--- src/design/lvfs_pkg.sv ---
// Shared constants, codes and control types of the Langevin Verlet step core.
// Used by lvfs_cfg, lvfs_mul and langevin_verlet_feedback_step_core.
`default_nettype none

package lvfs_pkg;

  // Default parameter values.
  localparam int unsigned STATE_BITS_DEF = 48;
  localparam int unsigned COEF_BITS_DEF  = 32;

  // Fixed number formats.
  localparam int unsigned ACC_BITS         = 60;
  localparam int unsigned FRAC_COEF        = 24;
  localparam int unsigned FRAC_STATE       = 32;
  localparam int unsigned MUL_RES_BITS     = 64;
  localparam int unsigned MUL_CHUNK        = 32;
  localparam int unsigned NOISE_BITS       = 32;
  localparam int unsigned NOISE_SCALE_BITS = 8;
  localparam int unsigned COUNT_BITS       = 32;
  localparam int unsigned CFG_INDEX_BITS   = 8;

  typedef enum logic [CFG_INDEX_BITS-1:0] {
    REG_STIFFNESS     = 0,
    REG_DAMPING       = 1,
    REG_FEEDBACK_GAIN = 2,
    REG_TIME_STEP     = 3,
    REG_SAVE_INTERVAL = 4,
    REG_LOSS_LIMIT    = 5,
    REG_START_POS     = 6,
    REG_START_VEL     = 7
  } cfg_reg_e;

  // Rounding position of a product: coefficient scale, state scale, or a half kick.
  typedef enum logic [1:0] {
    SH_COEF  = 2'd0,
    SH_STATE = 2'd1,
    SH_HALF  = 2'd2
  } shift_e;

  // Multiply operations of one integration step, in issue order.
  typedef enum logic [2:0] {
    OP_FB    = 3'd0,
    OP_KX1   = 3'd1,
    OP_GV1   = 3'd2,
    OP_KICK1 = 3'd3,
    OP_DRIFT = 3'd4,
    OP_KX2   = 3'd5,
    OP_GV2   = 3'd6,
    OP_KICK2 = 3'd7
  } step_op_e;

  typedef struct packed {
    logic   start;
    shift_e shift;
    logic   wide;   // saturate to 64 bits instead of the acceleration width
  } mul_req_t;

  typedef struct packed {
    logic pos;
    logic vel;
  } cfg_load_t;

endpackage

`default_nettype wire

--- src/design/lvfs_mul.sv ---
// Shared multiply unit: sign-magnitude product built from 32x32 partial products,
// then rounded half away from zero and saturated. Depends on lvfs_pkg.
`default_nettype none

module lvfs_mul #(
  parameter int unsigned COEF_BITS = lvfs_pkg::COEF_BITS_DEF,
  parameter int unsigned OPB_BITS  = lvfs_pkg::ACC_BITS
) (
  input  logic                                        clk_i,
  input  logic                                        rst_ni,
  input  lvfs_pkg::mul_req_t                          req_i,
  input  logic signed [COEF_BITS:0]                   a_i,
  input  logic signed [OPB_BITS-1:0]                  b_i,
  output logic                                        done_o,
  output logic signed [lvfs_pkg::MUL_RES_BITS-1:0]    res_o
);
  import lvfs_pkg::*;

  localparam int unsigned A_CH = (COEF_BITS + MUL_CHUNK - 1) / MUL_CHUNK;
  localparam int unsigned B_CH = (OPB_BITS + MUL_CHUNK - 1) / MUL_CHUNK;
  localparam int unsigned AW   = A_CH * MUL_CHUNK;
  localparam int unsigned BW   = B_CH * MUL_CHUNK;
  localparam int unsigned PW   = AW + BW;
  localparam int unsigned PW1  = PW + 1;
  localparam int unsigned IAW  = (A_CH > 1) ? $clog2(A_CH) : 1;
  localparam int unsigned IBW  = (B_CH > 1) ? $clog2(B_CH) : 1;

  typedef enum logic [2:0] {
    MS_IDLE = 3'b001,
    MS_MUL  = 3'b010,
    MS_RND  = 3'b100
  } mul_state_e;

  mul_state_e state_q, state_d;
  logic       done_q, done_d;
  logic [IAW-1:0] ia_q, ia_d;
  logic [IBW-1:0] ib_q, ib_d;

  logic [AW-1:0] a_mag_q;
  logic [BW-1:0] b_mag_q;
  logic [PW-1:0] acc_q;
  logic          neg_q;
  shift_e        shift_q;
  logic          wide_q;
  logic signed [MUL_RES_BITS-1:0] res_q, res_d;

  logic signed [COEF_BITS:0]     a_abs;
  logic signed [OPB_BITS-1:0]    b_abs;
  logic [2*MUL_CHUNK-1:0]        pp;
  logic [5:0]                    rnd_bits;
  logic [PW1-1:0]                rnd_sum, rnd_val;
  logic [MUL_RES_BITS-1:0]       lim, mag;
  logic                          last_pp;

  assign a_abs   = a_i[COEF_BITS] ? -a_i : a_i;
  assign b_abs   = b_i[OPB_BITS-1] ? -b_i : b_i;
  assign pp      = a_mag_q[ia_q*MUL_CHUNK +: MUL_CHUNK] * b_mag_q[ib_q*MUL_CHUNK +: MUL_CHUNK];
  assign last_pp = (ia_q == IAW'(A_CH - 1)) && (ib_q == IBW'(B_CH - 1));

  always_comb begin
    case (shift_q)
      SH_COEF:  rnd_bits = 6'(FRAC_COEF);
      SH_STATE: rnd_bits = 6'(FRAC_STATE);
      SH_HALF:  rnd_bits = 6'(FRAC_STATE + 1);
      default:  rnd_bits = 6'(FRAC_COEF);
    endcase
    rnd_sum = {1'b0, acc_q} + (PW1'(1) << (rnd_bits - 6'd1));
    rnd_val = rnd_sum >> rnd_bits;
    lim = wide_q ? (MUL_RES_BITS'(1) << (MUL_RES_BITS - 1))
                 : (MUL_RES_BITS'(1) << (ACC_BITS - 1));
    // A negative result reaches one step further than a positive one.
    if (!neg_q) lim = lim - MUL_RES_BITS'(1);
    mag   = (rnd_val > PW1'(lim)) ? lim : rnd_val[MUL_RES_BITS-1:0];
    res_d = neg_q ? -$signed(mag) : $signed(mag);
  end

  always_comb begin
    state_d = state_q;
    done_d  = 1'b0;
    ia_d    = ia_q;
    ib_d    = ib_q;
    case (state_q)
      MS_IDLE: begin
        if (req_i.start) begin
          state_d = MS_MUL;
          ia_d    = '0;
          ib_d    = '0;
        end
      end
      MS_MUL: begin
        if (last_pp) begin
          state_d = MS_RND;
        end else if (ib_q == IBW'(B_CH - 1)) begin
          ib_d = '0;
          ia_d = ia_q + IAW'(1);
        end else begin
          ib_d = ib_q + IBW'(1);
        end
      end
      MS_RND: begin
        state_d = MS_IDLE;
        done_d  = 1'b1;
      end
      default: state_d = MS_IDLE;
    endcase
  end

  always_ff @(posedge clk_i or negedge rst_ni) begin
    if (!rst_ni) begin
      state_q <= MS_IDLE;
      done_q  <= 1'b0;
      ia_q    <= '0;
      ib_q    <= '0;
    end else begin
      state_q <= state_d;
      done_q  <= done_d;
      ia_q    <= ia_d;
      ib_q    <= ib_d;
    end
  end

  always_ff @(posedge clk_i) begin
    if (state_q == MS_IDLE && req_i.start) begin
      a_mag_q <= AW'(a_abs[COEF_BITS-1:0]);
      b_mag_q <= BW'(unsigned'(b_abs));
      neg_q   <= a_i[COEF_BITS] ^ b_i[OPB_BITS-1];
      shift_q <= req_i.shift;
      wide_q  <= req_i.wide;
      acc_q   <= '0;
    end else if (state_q == MS_MUL) begin
      acc_q <= acc_q + (PW'(pp) << (MUL_CHUNK * (ia_q + ib_q)));
    end
    if (state_q == MS_RND) begin
      res_q <= res_d;
    end
  end

  assign done_o = done_q;
  assign res_o  = res_q;

endmodule

`default_nettype wire

--- config.mk ---
export PLATFORM = sky130hd
export DESIGN_NAME = lvfs_mul
export DESIGN_NICKNAME = d
export VERILOG_FILES = /design/src/design/lvfs_pkg.sv /design/src/design/lvfs_mul.sv
export SDC_FILE = /design/constraint.sdc
export NUM_CORES = 2
export LEC_CHECK = 0
export BUFFER_PORTS_ARGS = -buffer_cell sky130_fd_sc_hd__clkbuf_2
export CORE_MARGIN = 5
export CORE_UTILIZATION = 65
export DETAILED_ROUTE_END_ITERATION = 10
export PLACE_DENSITY = 0.83
export SLEW_MARGIN = 20
export SYNTH_ARGS = -nofsm -noshare
export SYNTH_HDL_FRONTEND = slang
export SYNTH_SLANG_ARGS = --single-unit
export TNS_END_PERCENT = 20
--- constraint.sdc ---
create_clock -name clk_i -period 34.9 [get_ports clk_i]
set_input_delay 5.235 -clock clk_i [delete_from_list [all_inputs] [get_ports clk_i]]
set_output_delay 5.235 -clock clk_i [all_outputs]
set_load 0.005 [all_outputs]
==> results by stage <==
Floorplan:
- The floorplan has 110 rows.
- From bottom edge to top edge, the die measures 310 um.
- The width of the chip is 310 um.
- The die covers 96000 um2.
- Pin placement for this block handled 164 I/O pins.
- The effective utilization at floorplan is 65.2%.
- The area of the core is 89600 um2.

Synthesis:
- The number of synthesis warnings is 0.
- In the synthesized netlist, the cells that appear most often are 999 x inv_1, 897 x fa_1, 878 x nor2_1.
- The fraction of synthesized cell area taken by the top area cell type is 30.7%.
- After synthesis, the cell types taking the most area are fa_1 31%, ha_1 9.6%, edfxtp_1 8.2%.
- Counting every instance in the synthesized netlist gives 7045.
- The total nets after synthesis is 8487.
- In this run, synthesis produced a sequential element count of 262.
- The dominant cell type by area after synthesis is fa_1.
- The count of flip-flops with a built-in enable after synthesis is 160.
- Each instance of the synthesized netlist takes up on average 8.29 um2.
- The dominant synthesized flop cell is edfxtp_1.
- Sequential cells were found to cover 11.8% of the synthesized design area.
- Of all flip-flops after synthesis, the portion carrying an async set or reset was 2.29%.
- The mapped cell area is 58400 um2.
- The synthesized netlist contains 94 unique library cells.
- Yosys instantiated no cell more often than inv_1.

GRT:
- The via count of the first global-routing pass is 52941.
- The first global-routing pass estimated 307 mm of wire.
- The maximum number of pins on one net before global-route repair is 95.
- The number of antenna violations at the first check in global routing is 2.
- The total overflow left after global routing is 0.
- Global routing used 41.8% of the available tracks across all layers.

Timing:
- The count of endpoints failing hold in the final timing report is 0.
- The final count of pins violating max slew is 0.
- Setup repair after global routing left no endpoint under its margin.
- The worst slew margin relative to its limit is 13.5%.
- The final setup skew is 0.0599 ns.
- The setup violation total in the final timing report is 0.
- Setup total negative slack on the finished layout was measured at 0 ns.
- The highest clock frequency the design can meet is 66.2 MHz.
- The slew at the pin closest to its max-slew limit is 1.29 ns.
- The worst path uses 43.3% of the clock period.
- The worst path in the final design needs a cycle of 15.11 ns, including I/O delays and setup.

Worst setup path:
- The type of element launching the critical path is a register.
- The critical path's slowest cell is a211oi_1.
- STA classifies the critical path endpoint as a register.
- The worst register-to-register path has a setup slack of 19.79 ns.
- The endpoint arrival time on the critical path is 15.66 ns.
- The required time at the worst-slack endpoint is 35.45 ns.
- The kind of critical path is register to register.
- On the worst path, the slowest cell contributes a delay of 1.01 ns.
- Of all nets on the critical path, the largest fanout is 23.
- Counting stages on the worst path, the most repeated cell is fa_1.

Status:
- The flow ran to the end, and the final reports show no timing, DRC or antenna violations.

Routing:
- Detailed routing inserted a total of 53608 vias.
- The final wirelength is 201 mm.
- The first detailed-routing pass ran for 8 iterations.
- The number of remaining DRC errors is 0.
- In the final routed layout, each cell accounts on average for 24.5 um.
- In this run, the number of DRC markers left after iteration 0 of detailed routing was 6931.
- The via density per instance is 6.55.
- In this run the remaining antenna-violating nets after routing total 0.

CTS:
- After clock tree synthesis, the setup repair step added 0 buffers.
- After clock tree synthesis, the repair step resized 0 gates.
- No sink is reached through more buffers than the 3 on the longest clock path.
- The total of hold buffers inserted after clock tree synthesis is 0.
- Counting every sink on the clock net gives 262.
- The cell at the root of the clock tree is clkbuf_16.
- The clock network latency to the later pin of the worst-skew pair is 0.64 ns.
- Clock-pin slew was measured on the worst setup and hold paths at 0.06 ns.
- The H-tree was split into 2 levels.
- The number of clock buffers inserted by TritonCTS is 35.
- The CTS tree is done.

Layout:
- The final-stage net count is 8420.
- Of the cells placed in the final design, the portion with a size suffix greater than 1 is 6.68%.
- From synthesis to final layout, the design area changed by 5.14%.

Placement:
- The count of buffers added on input and output ports is 163.
- At the end of routability-driven placement, the weighted congestion stood at 1.02.
- Detailed placement finished with a half-perimeter wire length of 157 mm.

Flow run:
- The number of max-cap violations is 0.

Hold path:
- The min-delay analysis places its worst path in the category register to register.
layer usage:
layer | global-route usage (%) | share of wire, % | vias to the layer above
met5 | 0 | 0 | -
met4 | 20.7 | 6.3 | 0
met3 | 14.9 | 16 | 862
met2 | 59.6 | 41 | 3952
met1 | 56.9 | 37 | 25702
li1 | - | - | 23092
through the flow:
stage | setup slack [ns] | cell area (um2) | instances | hold WS (ns) | utilization (%)
finish | 19.79 | 61400 | 8187 | 0.480 | 68.5
floorplan | 22.57 | 58400 | 7045 | 0.449 | -
CTS | 20.54 | 61400 | 8180 | 0.484 | 68.5
global placement | 20.89 | 60300 | 8117 | 0.465 | 67.2
detailed placement | 20.61 | 60300 | 8117 | 0.476 | 67.3
global route | 19.30 | 61400 | 8180 | 0.499 | 68.5
cell families (layout without fill, tap and decap cells):
| group | count (synthesis) | after routing | share of synthesized area [%] |
|---|---|---|---|
| multiplexers | 120 | 120 | 2.31 |
| AO/OA/AOI/OAI | 1266 | 1266 | 14.3 |
| XOR/XNOR | 304 | 304 | 4.56 |
| buffers and inverters | 1377 | 1336 | 8.88 |
| other | 1 | 8 | 0.00642 |
| adder cells (fa/ha/maj) | 1343 | 1343 | 40.3 |
| flip-flops | 262 | 262 | 11.8 |
| AND/OR/NAND/NOR | 2372 | 2372 | 17.9 |
worst max-delay path, delay by kind of cell (launching register included):
kind                     cells  cell delay, ns
AO/OA/AOI/OAI               25            6.59
buffers and inverters        5            0.90
AND/OR/NAND/NOR              4            1.74
adder cells (fa/ha/maj)     10            5.08
flip-flops                   1            0.38
XOR/XNOR                     2            0.33
flip-flops by register name, indices dropped and copies added, names as in the netlist:
| name | cells |
|---|---|
| neg_q | 1 |
| wide_q | 1 |
| a_mag_q | 32 |
| done_o | 1 |
| acc_q | 96 |
| ia_q | 1 |
| state_q | 3 |
| ib_q | 1 |
| b_mag_q | 60 |
| res_o | 64 |
| shift_q | 2 |
final cells by class:
type                            instances  area [um2]
Multi-Input combinational cell       5406       46500
Fill cell                            7170       28200
Tap cell                             1176        1470
Inverter                             1003        3770
Sequential cell                       262        6880
Timing Repair Buffer                  270        1620
Clock inverter                         15         139
Antenna cell                            7        17.5
Clock buffer                           48         975
layout by cell type (no fill, tap or decap), types with 37 or more instances in the layout:
cell	instances
a211oi_1	58
a21o_1	152
a21oi_1	348
a31oi_1	43
and2_1	39
and3_1	44
buf_4	107
clkbuf_2	163
dfxtp_1	96
edfxtp_1	160
fa_1	897
ha_1	444
inv_1	997
mux2_2	40
mux2i_1	57
nand2_1	838
nand2b_1	37
nand3_1	110
nand4_1	70
nor2_1	877
nor2b_1	66
nor3_1	101
o21a_1	47
o21ai_0	226
o22ai_1	53
o31ai_1	51
or3_1	39
xnor2_1	210
xor2_1	91
worst paths after layout:
kind,start,end,depth (start not counted)
setup / recovery,ia_q,acc_q[95],46
hold / removal,acc_q[6],acc_q[6],2
setup reg to reg,ia_q,acc_q[95],46
hold reg to reg,acc_q[6],acc_q[6],2
max in group asynchronous,rst_ni,ib_q,1
min in group asynchronous,rst_ni,state_q[1],1
Power is left out: the tool's default activity adds up to more than one toggle a clock period on the data nets, which glitch-free logic cannot reach.
