$ cat src/design/lvfs_pkg.sv
// Shared constants, codes and control types of the Langevin Verlet step core.
// Used by lvfs_cfg, lvfs_mul and langevin_verlet_feedback_step_core.
`default_nettype none

package lvfs_pkg;

  // Default parameter values.
  localparam int unsigned STATE_BITS_DEF = 48;
  localparam int unsigned COEF_BITS_DEF  = 32;

  // Fixed number formats.
  localparam int unsigned ACC_BITS         = 60;
  localparam int unsigned FRAC_COEF        = 24;
  localparam int unsigned FRAC_STATE       = 32;
  localparam int unsigned MUL_RES_BITS     = 64;
  localparam int unsigned MUL_CHUNK        = 32;
  localparam int unsigned NOISE_BITS       = 32;
  localparam int unsigned NOISE_SCALE_BITS = 8;
  localparam int unsigned COUNT_BITS       = 32;
  localparam int unsigned CFG_INDEX_BITS   = 8;

  typedef enum logic [CFG_INDEX_BITS-1:0] {
    REG_STIFFNESS     = 0,
    REG_DAMPING       = 1,
    REG_FEEDBACK_GAIN = 2,
    REG_TIME_STEP     = 3,
    REG_SAVE_INTERVAL = 4,
    REG_LOSS_LIMIT    = 5,
    REG_START_POS     = 6,
    REG_START_VEL     = 7
  } cfg_reg_e;

  // Rounding position of a product: coefficient scale, state scale, or a half kick.
  typedef enum logic [1:0] {
    SH_COEF  = 2'd0,
    SH_STATE = 2'd1,
    SH_HALF  = 2'd2
  } shift_e;

  // Multiply operations of one integration step, in issue order.
  typedef enum logic [2:0] {
    OP_FB    = 3'd0,
    OP_KX1   = 3'd1,
    OP_GV1   = 3'd2,
    OP_KICK1 = 3'd3,
    OP_DRIFT = 3'd4,
    OP_KX2   = 3'd5,
    OP_GV2   = 3'd6,
    OP_KICK2 = 3'd7
  } step_op_e;

  typedef struct packed {
    logic   start;
    shift_e shift;
    logic   wide;   // saturate to 64 bits instead of the acceleration width
  } mul_req_t;

  typedef struct packed {
    logic pos;
    logic vel;
  } cfg_load_t;

endpackage

`default_nettype wire

$ cat src/design/lvfs_cfg.sv
// Configuration register file of the Langevin Verlet step core.
// Depends on lvfs_pkg for register indexes and the load strobe type.
`default_nettype none

module lvfs_cfg #(
  parameter int unsigned STATE_BITS = lvfs_pkg::STATE_BITS_DEF,
  parameter int unsigned COEF_BITS  = lvfs_pkg::COEF_BITS_DEF
) (
  input  logic                                  clk_i,
  input  logic                                  rst_ni,
  input  logic                                  cfg_valid_i,
  output logic                                  cfg_ready_o,
  input  logic [lvfs_pkg::CFG_INDEX_BITS-1:0]   cfg_index_i,
  input  logic [((STATE_BITS > COEF_BITS) ? STATE_BITS : COEF_BITS)-1:0] cfg_data_i,
  output logic [COEF_BITS-1:0]                  stiffness_o,
  output logic [COEF_BITS-1:0]                  damping_o,
  output logic [COEF_BITS-1:0]                  feedback_gain_o,
  output logic [COEF_BITS-1:0]                  time_step_o,
  output logic [lvfs_pkg::COUNT_BITS-1:0]       save_interval_o,
  output logic [STATE_BITS-2:0]                 loss_limit_o,
  output logic [STATE_BITS-1:0]                 start_value_o,
  output lvfs_pkg::cfg_load_t                   load_o
);
  import lvfs_pkg::*;

  logic [COEF_BITS-1:0]  stiffness_q, damping_q, feedback_gain_q, time_step_q;
  logic [COUNT_BITS-1:0] save_interval_q;
  logic [STATE_BITS-2:0] loss_limit_q;

  assign cfg_ready_o = 1'b1;

  always_ff @(posedge clk_i or negedge rst_ni) begin
    if (!rst_ni) begin
      stiffness_q     <= '0;
      damping_q       <= '0;
      feedback_gain_q <= '0;
      time_step_q     <= '0;
      save_interval_q <= COUNT_BITS'(1);
      loss_limit_q    <= '1;
    end else if (cfg_valid_i) begin
      case (cfg_index_i)
        REG_STIFFNESS:     stiffness_q     <= cfg_data_i[COEF_BITS-1:0];
        REG_DAMPING:       damping_q       <= cfg_data_i[COEF_BITS-1:0];
        REG_FEEDBACK_GAIN: feedback_gain_q <= cfg_data_i[COEF_BITS-1:0];
        REG_TIME_STEP:     time_step_q     <= cfg_data_i[COEF_BITS-1:0];
        REG_SAVE_INTERVAL: save_interval_q <= cfg_data_i[COUNT_BITS-1:0];
        REG_LOSS_LIMIT:    loss_limit_q    <= cfg_data_i[STATE_BITS-2:0];
        default: ;
      endcase
    end
  end

  // The start values are not kept: a write loads the particle state directly.
  assign start_value_o = cfg_data_i[STATE_BITS-1:0];
  assign load_o.pos    = cfg_valid_i && (cfg_index_i == REG_START_POS);
  assign load_o.vel    = cfg_valid_i && (cfg_index_i == REG_START_VEL);

  assign stiffness_o     = stiffness_q;
  assign damping_o       = damping_q;
  assign feedback_gain_o = feedback_gain_q;
  assign time_step_o     = time_step_q;
  assign save_interval_o = save_interval_q;
  assign loss_limit_o    = loss_limit_q;

endmodule

`default_nettype wire

$ cat config.mk
export PLATFORM = sky130hd
export DESIGN_NAME = lvfs_cfg
export DESIGN_NICKNAME = d
export VERILOG_FILES = /design/src/design/lvfs_pkg.sv /design/src/design/lvfs_cfg.sv
export SDC_FILE = /design/constraint.sdc
export NUM_CORES = 1
export LEC_CHECK = 0
export BUFFER_PORTS_ARGS = -buffer_cell sky130_fd_sc_hd__buf_2
export CORE_MARGIN = 2
export CORE_UTILIZATION = 35
export DETAILED_ROUTE_END_ITERATION = 7
export PLACE_DENSITY_LB_ADDON = 0.12
export SYNTH_ARGS = -nofsm -noshare
export SYNTH_HDL_FRONTEND = slang
export SYNTH_SLANG_ARGS = --single-unit
$ cat constraint.sdc
create_clock -name clk_i -period 1.4 [get_ports clk_i]
set_clock_uncertainty 0.1 [all_clocks]
set_input_delay 0.14 -clock clk_i [delete_from_list [all_inputs] [get_ports clk_i]]
set_output_delay 0.14 -clock clk_i [all_outputs]
set_load 0.1 [all_outputs]
==> key figures, run 1 <==
Worst setup path
  – Cells along the critical path: buf_12
  – WS Path Type: flip-flop to primary output
  – Worst Path Max Fanout: 2
  – Slowest stage cell, crit path: dfstp_2
  – Setup crit start kind: flip-flop
  – Crit end category: primary output
  – Slowest stage delay, CP: 570 ps
  – CP arrival: 1250 ps
  – Top cell family by delay on the critical path: flip-flops
  – WP buf/inv: 1
  – Worst EP required: 1160 ps

Global routing
  – First-pass GRT wire length: 34.59 mm
  – Antenna violations before repair: 0
  – Largest net degree at the start of global routing: 48
  – Total grt overflow: 0
  – Vias in the first global route: 5858
  – GRT Resource Usage Total: 0.1829

Flow run
  – Max Cap Viol: 0

Synthesis
  – Distinct cells, synth: 14
  – Mapped Area: 8143 µm²
  – #FFs+latches synth: 207
  – Post-synthesis sequential area ratio: 0.6435
  – Syn_nets: 560
  – Post-Syn Area per Cell: 16.25 µm²
  – Post-synthesis instance total: 501
  – Ys Warns: 0

Die
  – Die height: 156.5 µm
  – Die ar.: 24500 µm²
  – # rows: 55
  – Starting Density: 0.3586
  – Die Wd: 156.5 µm
  – Ports: 317
  – Placeable Area: 22710 µm²

Power and ir drop
  – P_leak: 6.503 nW
  – Clock power frac: 0.347
  – Switching share of power: 0.3433
  – Psw: 5.745 mW
  – Total Power: 16.74 mW
  – Pint: 10.99 mW
  – Peak VDD IR: 0.8150 mV
  – Combinational power share: 0.261
  – Reg power frac: 0.392
  – P per Cell Area: 1289 nW/µm²

Clocking
  – Root Buffer: clkbuf_16
  – CTS Buf Count: 23
  – CTS HTree Levels: 1
  – Clk buf depth: 3
  – Skew-Pair Late Insertion Delay: 490 ps
  – Clock Sinks: 207
  – CTS tree: built
  – Clock-pin slew on the worst setup and hold paths: 60 ps

STA
  – Post-route clock period utilization: 1.062
  – Minimum clock period: 1487 ps
  – Setup ws final: -86.75 ps
  – Max Clk Rate: 0.6726 GHz
  – Slew Limit Fails: 0
  – Unrepaired setup endpoints after global routing: true
  – Final hold viol count: 0
  – Final setup fails: 48

Drt
  – DR vias: 5425
  – Metal2 WL: 11.35 mm
  – First DRT Iteration DRCs: 150
  – Met3 wire len: 1.740 mm
  – Final WL: 22.70 mm
  – Met1 wire length: 9.169 mm
  – Vias per cell: 4.738
  – 1st-pass router iterations: 4
  – DRC: 0
  – Drt wl/cell: 19.82 µm
  – Top layer in use: met4
  – Final ANT Viol Nets: 0

Finish
  – # diodes: 0
  – Commonest non-fill, non-tap cell in the layout: mux2_2
  – Share of cells above drive strength 1: 0.7384
  – Nets@finish: 904
  – Post-Layout Cell Count: 1145
  – Most frequent cells in the layout: mux2_2, dfrtp_1, buf_6, buf_2, buf_12
  – Final design utilization: 0.5717
  – Layout overhead on the synthesized area: 59.45%

Place
  – Placement Setup Slack: -240.1 ps
  – GPL Wtd Cong: 0.7433
  – Placed Cells: 1051
  – # port buffers: 313
  – Post-DP HPWL: 15.04 mm

Worst hold path
  – Worst hold path type: input pin to async pin

Status
  – Status: finished with violations
  – Failing checks: setup timing
==> synth_stat cells, drive strengths merged <==
library cell | number | area share
buf | 65 | 0.055
clkbuf | 4 | 0.0018
conb | 1 | 0.00046
dfrtp | 159 | 0.49
dfstp | 48 | 0.15
mux2 | 207 | 0.29
nand2 | 2 | 0.00092
nand3 | 4 | 0.0025
nand4 | 3 | 0.0023
nor2 | 3 | 0.0014
nor2b | 3 | 0.0023
nor3b | 1 | 0.00092
nor4 | 1 | 0.0026
==> power by group through the flow <==
| stage | Combinational (mW) | Sequential, mW | Clock (mW) |
|---|---|---|---|
| 4_1_cts | 4.31 | 6.54 | 5.99 |
| 5_1_grt | 4.49 | 6.60 | 6.29 |
| 3_5_place_dp | 3.98 | 6.61 | 0 |
| 2_1_floorplan | 0.937 | 8.68 | 0 |
| 6_report | 4.36 | 6.57 | 5.80 |
| 3_3_place_gp | 3.96 | 6.59 | 0 |
==> logic make-up (layout without fill, tap and decap cells) <==
kind of cell / after synthesis / after routing / synth area share
buf+inv: 69 / 428 / 0.05685
mux: 207 / 207 / 0.2863
other cells: 1 / 1 / 0.0004605
flops: 207 / 207 / 0.6435
simple gates: 17 / 17 / 0.01291
==> layout make-up <==
class	count	area, µm²
multi-input cells	225	2475
well taps	285	356.6
clock inverters	4	47.55
repair buffers	388	4180
flip-flops and latches	207	5240
clock buffers	36	684.4
fillers	1803	9726
==> state kept, by name, indices dropped and copies added (netlist names) <==
signal and cells:
feedback_gain_o 32, stiffness_o 32, damping_o 32, loss_limit_o 47, save_interval_o 32, time_step_o 32
==> path summary, 6_finish.rpt <==
path / cells past startpoint / slack, ps / start / to
min reg2reg: 1 / 430 / stiffness_o[21] / stiffness_o[21]
max reg2reg: 2 / 360 / feedback_gain_o[31] / feedback_gain_o[31]
min: 2 / 40 / rst_ni / stiffness_o[25]
max in group asynchronous: 3 / 510 / rst_ni / loss_limit_o[12]
max: 1 / -90 / loss_limit_o[31] / loss_limit_o[31]
min in group clk_i: 0 / 180 / cfg_data_i[47] / start_value_o[47]
==> routing by layer <==
| metal | GRT usage | vias to the layer above |
|---|---|---|
| met5 | 0 | - |
| met4 | 0.04369 | 0 |
| met3 | 0.05788 | 26 |
| met2 | 0.3134 | 217 |
| met1 | 0.2255 | 2784 |
| li1 | - | 2398 |
==> through the flow <==
| step | hold slack (ps) | setup TNS [ps] | cell area (µm²) |
|---|---|---|---|
| 2_1_floorplan | -255.6 | -12570 | 8188 |
| 3_3_place_gp | -6.419 | -32980 | 10680 |
| 3_5_place_dp | -3.055 | -36980 | 10680 |
| 4_1_cts | 43.09 | -4357 | 12640 |
| 5_1_grt | 55.85 | -5296 | 12980 |
| 6_report | 44.84 | -3063 | 12980 |
==> repair_timing <==
action                                 CTS  global route
endpoints found under the hold margin  382             0
setup buffers                            2             4
setup endpoints to repair              205           128
hold buffers                            48             0
pin swaps                                0             1
resized for setup                      247            83
(Power assumes the default switching activity.)
==> run 2, diff against run 1 <==
- CTS_BUF_LIST: default -> sky130_fd_sc_hd__clkbuf_8
- clock period: 1.4 -> 1.5 ns (I/O delays scaled with it)
==> run 2 against run 1 <==
The flow now finishes without violations. Global-route usage shrank 0.18 points. Sequential cell count is the same. Wire length shrank 1.6%. Largest power group unchanged.
==> key figures, run 2 (synthesized netlist as in run 1, its figures left out) <==
Power and ir drop
  – Psw: 5.376 mW (-6.4%)
  – Clock power frac: 0.327 (-0.020)
  – P per Cell Area: 1210 nW/µm² (-6.1%)
  – Combinational power share: 0.263 (+0.002)
  – Peak VDD IR: 0.7379 mV (-9.5%)
  – Total Power: 14.85 mW (-11%)
  – Pint: 9.469 mW (-14%)
  – P_leak: 6.413 nW (-1.4%)
  – Switching share of power: 0.3621 (+0.01886)
  – Reg power frac: 0.410 (+0.018)

Global routing
  – Total grt overflow: 0 (unchanged)
  – GRT Resource Usage Total: 0.1811 (-0.001840)
  – Largest net degree at the start of global routing: 38 (-21%)
  – First-pass GRT wire length: 33.82 mm (-2.2%)
  – Antenna violations before repair: 2 (+2)
  – Vias in the first global route: 5857 (-0.017%)

STA
  – Max Clk Rate: 0.6699 GHz
  – Unrepaired setup endpoints after global routing: true
  – Fin Setup TNS: 0 ps (+3063 ps)
  – Post-route clock period utilization: 0.9951
  – Slew Limit Fails: 0 (unchanged)
  – Minimum clock period: 1493 ps
  – Final setup fails: 0 (-100%)
  – Final hold viol count: 0 (unchanged)

Clocking
  – Root Buffer: clkbuf_8
  – CTS Buf Count: 37 (+61%)
  – CTS tree: built
  – Clock-pin slew on the worst setup and hold paths: 60 ps (about the same)
  – CTS HTree Levels: 2 (+1)
  – Clk buf depth: 3 (unchanged)
  – Skew-Pair Late Insertion Delay: 500 ps (about the same)
  – Clock Sinks: 207 (unchanged)

Die
  – Die height: 156.5 µm (unchanged)
  – # rows: 55 (unchanged)
  – Ports: 317 (unchanged)
  – Die ar.: 24500 µm² (unchanged)
  – Die Wd: 156.5 µm (unchanged)
  – Starting Density: 0.3586 (unchanged)
  – Placeable Area: 22710 µm² (unchanged)

Drt
  – Final WL: 22.32 mm (-1.6%)
  – DRC: 0 (unchanged)
  – 1st-pass router iterations: 4 (unchanged)
  – First DRT Iteration DRCs: 158 (+5.3%)
  – Drt wl/cell: 19.13 µm (-3.5%)
  – Vias per cell: 4.662 (-1.6%)
  – DR vias: 5440 (+0.28%)
  – Final ANT Viol Nets: 0 (unchanged)

Worst setup path
  – Cells along the critical path: buf_12
  – Worst Path Max Fanout: 2 (unchanged)
  – WP buf/inv: 1 (unchanged)
  – CP arrival: 1240 ps (about the same)
  – Setup crit start kind: flip-flop
  – Worst EP required: 1250 ps (+90 ps)
  – Slowest stage delay, CP: 560 ps (about the same)
  – WS Path Type: flip-flop to primary output
  – Slowest stage cell, crit path: dfstp_2
  – Crit end category: primary output
  – Top cell family by delay on the critical path: flip-flops

Place
  – GPL Wtd Cong: 0.7883 (+6.1%)
  – Post-DP HPWL: 15.37 mm (+2.1%)
  – # port buffers: 313 (unchanged)
  – Placed Cells: 1053 (+0.19%)

Finish
  – Most frequent cells in the layout: mux2_2, buf_4, dfrtp_1, buf_2, buf_12
  – Final design utilization: 0.5403 (-0.03146)
  – Max FFs per register: 47 (unchanged)
  – Layout overhead on the synthesized area: 50.68%
  – Share of cells above drive strength 1: 0.7358 (-0.002544)
  – Nets@finish: 916 (+1.3%)
  – Fillers: 1901 (+5.4%)
  – Post-Layout Cell Count: 1167 (+1.9%)
  – Commonest non-fill, non-tap cell in the layout: mux2_2
  – # diodes: 0 (unchanged)

Worst hold path
  – Worst hold path type: input pin to async pin

Flow run
  – Max Cap Viol: 0 (unchanged)

Status
  – Status: finished, final reports clean
## run 2: layout make-up
| cell class | instances | area [µm²] | area share |
|---|---|---|---|
| repair buffers | 386 | 3511 | 0.2862 |
| clock buffers | 44 | 605.6 | 0.04936 |
| clock inverters | 20 | 81.33 | 0.006629 |
| multi-input cells | 225 | 2475 | 0.2017 |
| well taps | 285 | 356.6 | 0.02906 |
| flip-flops and latches | 207 | 5240 | 0.4271 |
## run 2: path summary, 6_finish.rpt
| check | from | end | slack, ps | cells after the start |
|---|---|---|---|---|
| worst max-delay path | loss_limit_o[23] | loss_limit_o[23] | 7 | 1 |
| worst min-delay path | rst_ni | stiffness_o[6] | 30 | 2 |
| worst max register to register | feedback_gain_o[2] | feedback_gain_o[2] | 610 | 1 |
| worst min register to register | save_interval_o[3] | save_interval_o[3] | 400 | 1 |
| max in group asynchronous | rst_ni | loss_limit_o[43] | 650 | 3 |
| min in group clk_i | cfg_data_i[47] | start_value_o[47] | 200 | 0 |
## run 2: what timing repair did
action | CTS | global route
hold buffers | 48 | 0
endpoints found under the setup margin | 208 | 51
endpoints found under the hold margin | 381 | 0
gates resized for setup | 175 | 3
setup buffers | 1 | 1
pin swaps | 0 | 1
## run 2: stage by stage
stage / setup WS [ps] / hold WS [ps] / cell area, µm²
after global routing: -49.88 / 28.42 / 12270
after CTS: -46.59 / 23.76 / 12250
after floorplan: -11.03 / -245.6 / 8164
after detailed placement: -157.8 / 11.37 / 10620
after global placement: -113.3 / 7.074 / 10620
final: 7.285 / 27.50 / 12270
## run 2: power by group through the flow
| stage | clock network, mW | registers (mW) | logic (mW) |
|---|---|---|---|
| after floorplan | 0 | 8.10 | 0.874 |
| after global placement | 0 | 6.15 | 3.67 |
| after detailed placement | 0 | 6.16 | 3.69 |
| after CTS | 5.07 | 6.09 | 3.93 |
| after global routing | 5.35 | 6.12 | 4.02 |
| final | 4.85 | 6.08 | 3.91 |
## run 2: routing by layer
metal | part of all wire | routed length, µm | track usage | vias up
met4 | 0.022 | 488 | 0.05767 | 4
met5 | 0.0013 | 29 | 0 | -
met1 | 0.38 | 8460 | 0.2077 | 2776
met3 | 0.082 | 1834 | 0.06702 | 40
li1 | - | - | - | 2428
met2 | 0.52 | 11510 | 0.3142 | 192
==> run 3, diff against run 2 <==
--- a/constraint.sdc
+++ b/constraint.sdc
@@ -3,3 +3,3 @@
 set_input_delay 0.15 -clock clk_i [delete_from_list [all_inputs] [get_ports clk_i]]
 set_output_delay 0.15 -clock clk_i [all_outputs]
-set_load 0.1 [all_outputs]
+set_load 0.005 [all_outputs]
==> run 3 against run 2 <==
Critical endpoint is now load_o[0]. Non-clock buffer count stayed put. Total power down 19%. Sequential power down 0.8%. Largest cell class unchanged.
==> key figures, run 3 (synthesized netlist as in run 1, its figures left out) <==
Worst setup path
  – Critical Path Most Common Cell: buf_2
  – Worst Path Max Fanout: 8 (+6)
  – Crit path launch: cfg_index_i[6]
  – Setup crit end: load_o[0]
  – Worst EP required: 1250 ps (about the same)
  – Slowest stage delay, CP: 290 ps (-270 ps)
  – Reg-to-reg slack, setup: 620 ps (about the same)
  – Worst r2r path cells: 1 (unchanged)
  – CP arrival: 1160 ps (-80 ps)
  – Setup crit start kind: input pin
  – WS Path Type: input pin to primary output
  – Cells along the critical path: buf_2 > nor4_4 > buf_4 > nand3_1 > nor2_2 > buf_2
  – Crit end category: primary output
  – Slowest stage cell, crit path: nor4_4
  – Reg-to-Reg Start: damping_o[24]
  – Reg2reg end: damping_o[24]

Global routing
  – Largest net degree at the start of global routing: 39 (+2.6%)
  – GRT Resource Usage Total: 0.1707 (-0.01037)
  – Antenna violations before repair: 1 (-1)
  – Vias in the first global route: 5679 (-3.0%)
  – First-pass GRT wire length: 32.31 mm (-4.5%)
  – Total grt overflow: 0 (unchanged)

Clocking
  – Clk buf depth: 3 (unchanged)
  – CTS HTree Levels: 2 (unchanged)
  – Clock-pin slew on the worst setup and hold paths: 60 ps (about the same)
  – CTS tree: built
  – Clock Sinks: 207 (unchanged)
  – Root Buffer: clkbuf_8
  – CTS Buf Count: 36 (-2.7%)
  – Skew-Pair Late Insertion Delay: 490 ps (about the same)

Drt
  – DRC: 0 (unchanged)
  – Vias per cell: 4.587 (-1.6%)
  – First DRT Iteration DRCs: 149 (-5.7%)
  – 1st-pass router iterations: 4 (unchanged)
  – Drt wl/cell: 18.05 µm (-5.7%)
  – Final ANT Viol Nets: 0 (unchanged)
  – Final WL: 21.04 mm (-5.7%)
  – DR vias: 5348 (-1.7%)

Power and ir drop
  – P per Cell Area: 1080 nW/µm² (-11%)
  – Peak VDD IR: 0.6811 mV (-7.7%)
  – P_leak: 6.283 nW (-2.0%)

STA
  – Slew Limit Fails: 0 (unchanged)
  – Final setup fails: 0 (unchanged)
  – Fin Hold WS: 40.60 ps (+13.10 ps)
  – Max Clk Rate: 0.7078 GHz (+5.7%)
  – Post-route clock period utilization: 0.9419 (-0.05323)
  – Final hold viol count: 0 (unchanged)
  – Minimum clock period: 1413 ps (-79.84 ps)
  – Unrepaired setup endpoints after global routing: false

Finish
  – Layout overhead on the synthesized area: 36.51%
  – Most frequent cells in the layout: buf_2, mux2_2, dfrtp_1, dlygate4sd3_1, dfstp_2
  – Final design utilization: 0.4895 (-0.05080)
  – Max FFs per register: 47 (unchanged)
  – Share of cells above drive strength 1: 0.7307 (-0.005146)
  – Post-Layout Cell Count: 1166 (-0.086%)
  – Final std cell area, no fill: 11120 µm² (-9.4%)
  – Nets@finish: 915 (-0.11%)
  – Commonest non-fill, non-tap cell in the layout: buf_2

Place
  – GPL Wtd Cong: 0.7227 (-8.3%)
  – Post-DP HPWL: 14.89 mm (-3.1%)
  – Placed Cells: 1055 (+0.19%)
  – Cell Area, Placed: 9940 µm² (-6.4%)
  – # port buffers: 313 (unchanged)

Status
  – Status: finished, final reports clean

Die
  – Placeable Area: 22710 µm² (unchanged)
  – # rows: 55 (unchanged)
  – Die Wd: 156.5 µm (unchanged)
  – Starting Density: 0.3586 (unchanged)
  – Die height: 156.5 µm (unchanged)
  – Ports: 317 (unchanged)
  – Die ar.: 24500 µm² (unchanged)

Worst hold path
  – Worst hold path type: input pin to async pin

Flow run
  – Max Cap Viol: 0 (unchanged)
[run 3: cell count changes in the layout (fill, tap and decap cells not counted), moves of 2 or more]
cell | before | now
buf_12 | 59 | 10
buf_4 | 174 | 15
inv_1 | 15 | 17
buf_2 | 102 | 312
nor2_4 | 2 | 0
clkinv_2 | 5 | 1
[run 3: critical path, delay by kind of cell]
kind / cells / cell delay (ps)
buffers and inverters: 3 / 460
and+or+nand+nor: 3 / 540
[run 3: where the power goes]
group	internal (mW)	leakage, nW	switching [mW]
logic	0.586	3.18	0.508
clock network	2.75	0.418	2.13
registers	5.90	2.69	0.125
[run 3: worst min-delay path by stage]
| stage | from | end | slack (ps) | cells past startpoint |
|---|---|---|---|---|
| final | rst_ni | stiffness_o[7] | 40 | 2 |
| after global routing | rst_ni | feedback_gain_o[7] | 50 | 2 |
| after CTS | rst_ni | feedback_gain_o[15] | 40 | 2 |
| after detailed placement | rst_ni | stiffness_o[7] | 20 | 1 |
| after global placement | rst_ni | stiffness_o[7] | 10 | 1 |
| after floorplan | rst_ni | damping_o[0] | -250 | 0 |
[run 3: repair_timing]
item	in CTS	in global routing
endpoints found under the hold margin	373	0
hold buffers	48	0
setup endpoints to repair	0	1
resized for setup	0	1
setup buffers	0	0
[run 3: routing by layer]
layer	vias to the layer above	wire [µm]	share of wire	track usage
li1	2417	-	-	-
met1	2698	8453	0.40	0.2067
met2	195	10360	0.49	0.2882
met3	38	1735	0.082	0.05594
met4	0	493	0.023	0.05592
met5	-	0	0	0
[run 3: area by class of cell]
type	instances	area, µm²
sequential	207	5240
multi-input combinational	225	2457
clock inverter	19	98.84
antenna	1	2.502
timing repair buffer	386	2369
tap	285	356.6
fill	2028	11590
clock buffer	43	591.8
[run 3: metrics by stage]
stage                     total power [mW]  setup slack [ps]  setup TNS [ps]
final                                12.00             87.13               0
after global routing                 12.61             18.18               0
after CTS                            12.24             42.53               0
after detailed placement             7.146            -279.0          -38800
after global placement               7.117            -279.1          -40290
after floorplan                      6.500            -11.03          -331.0
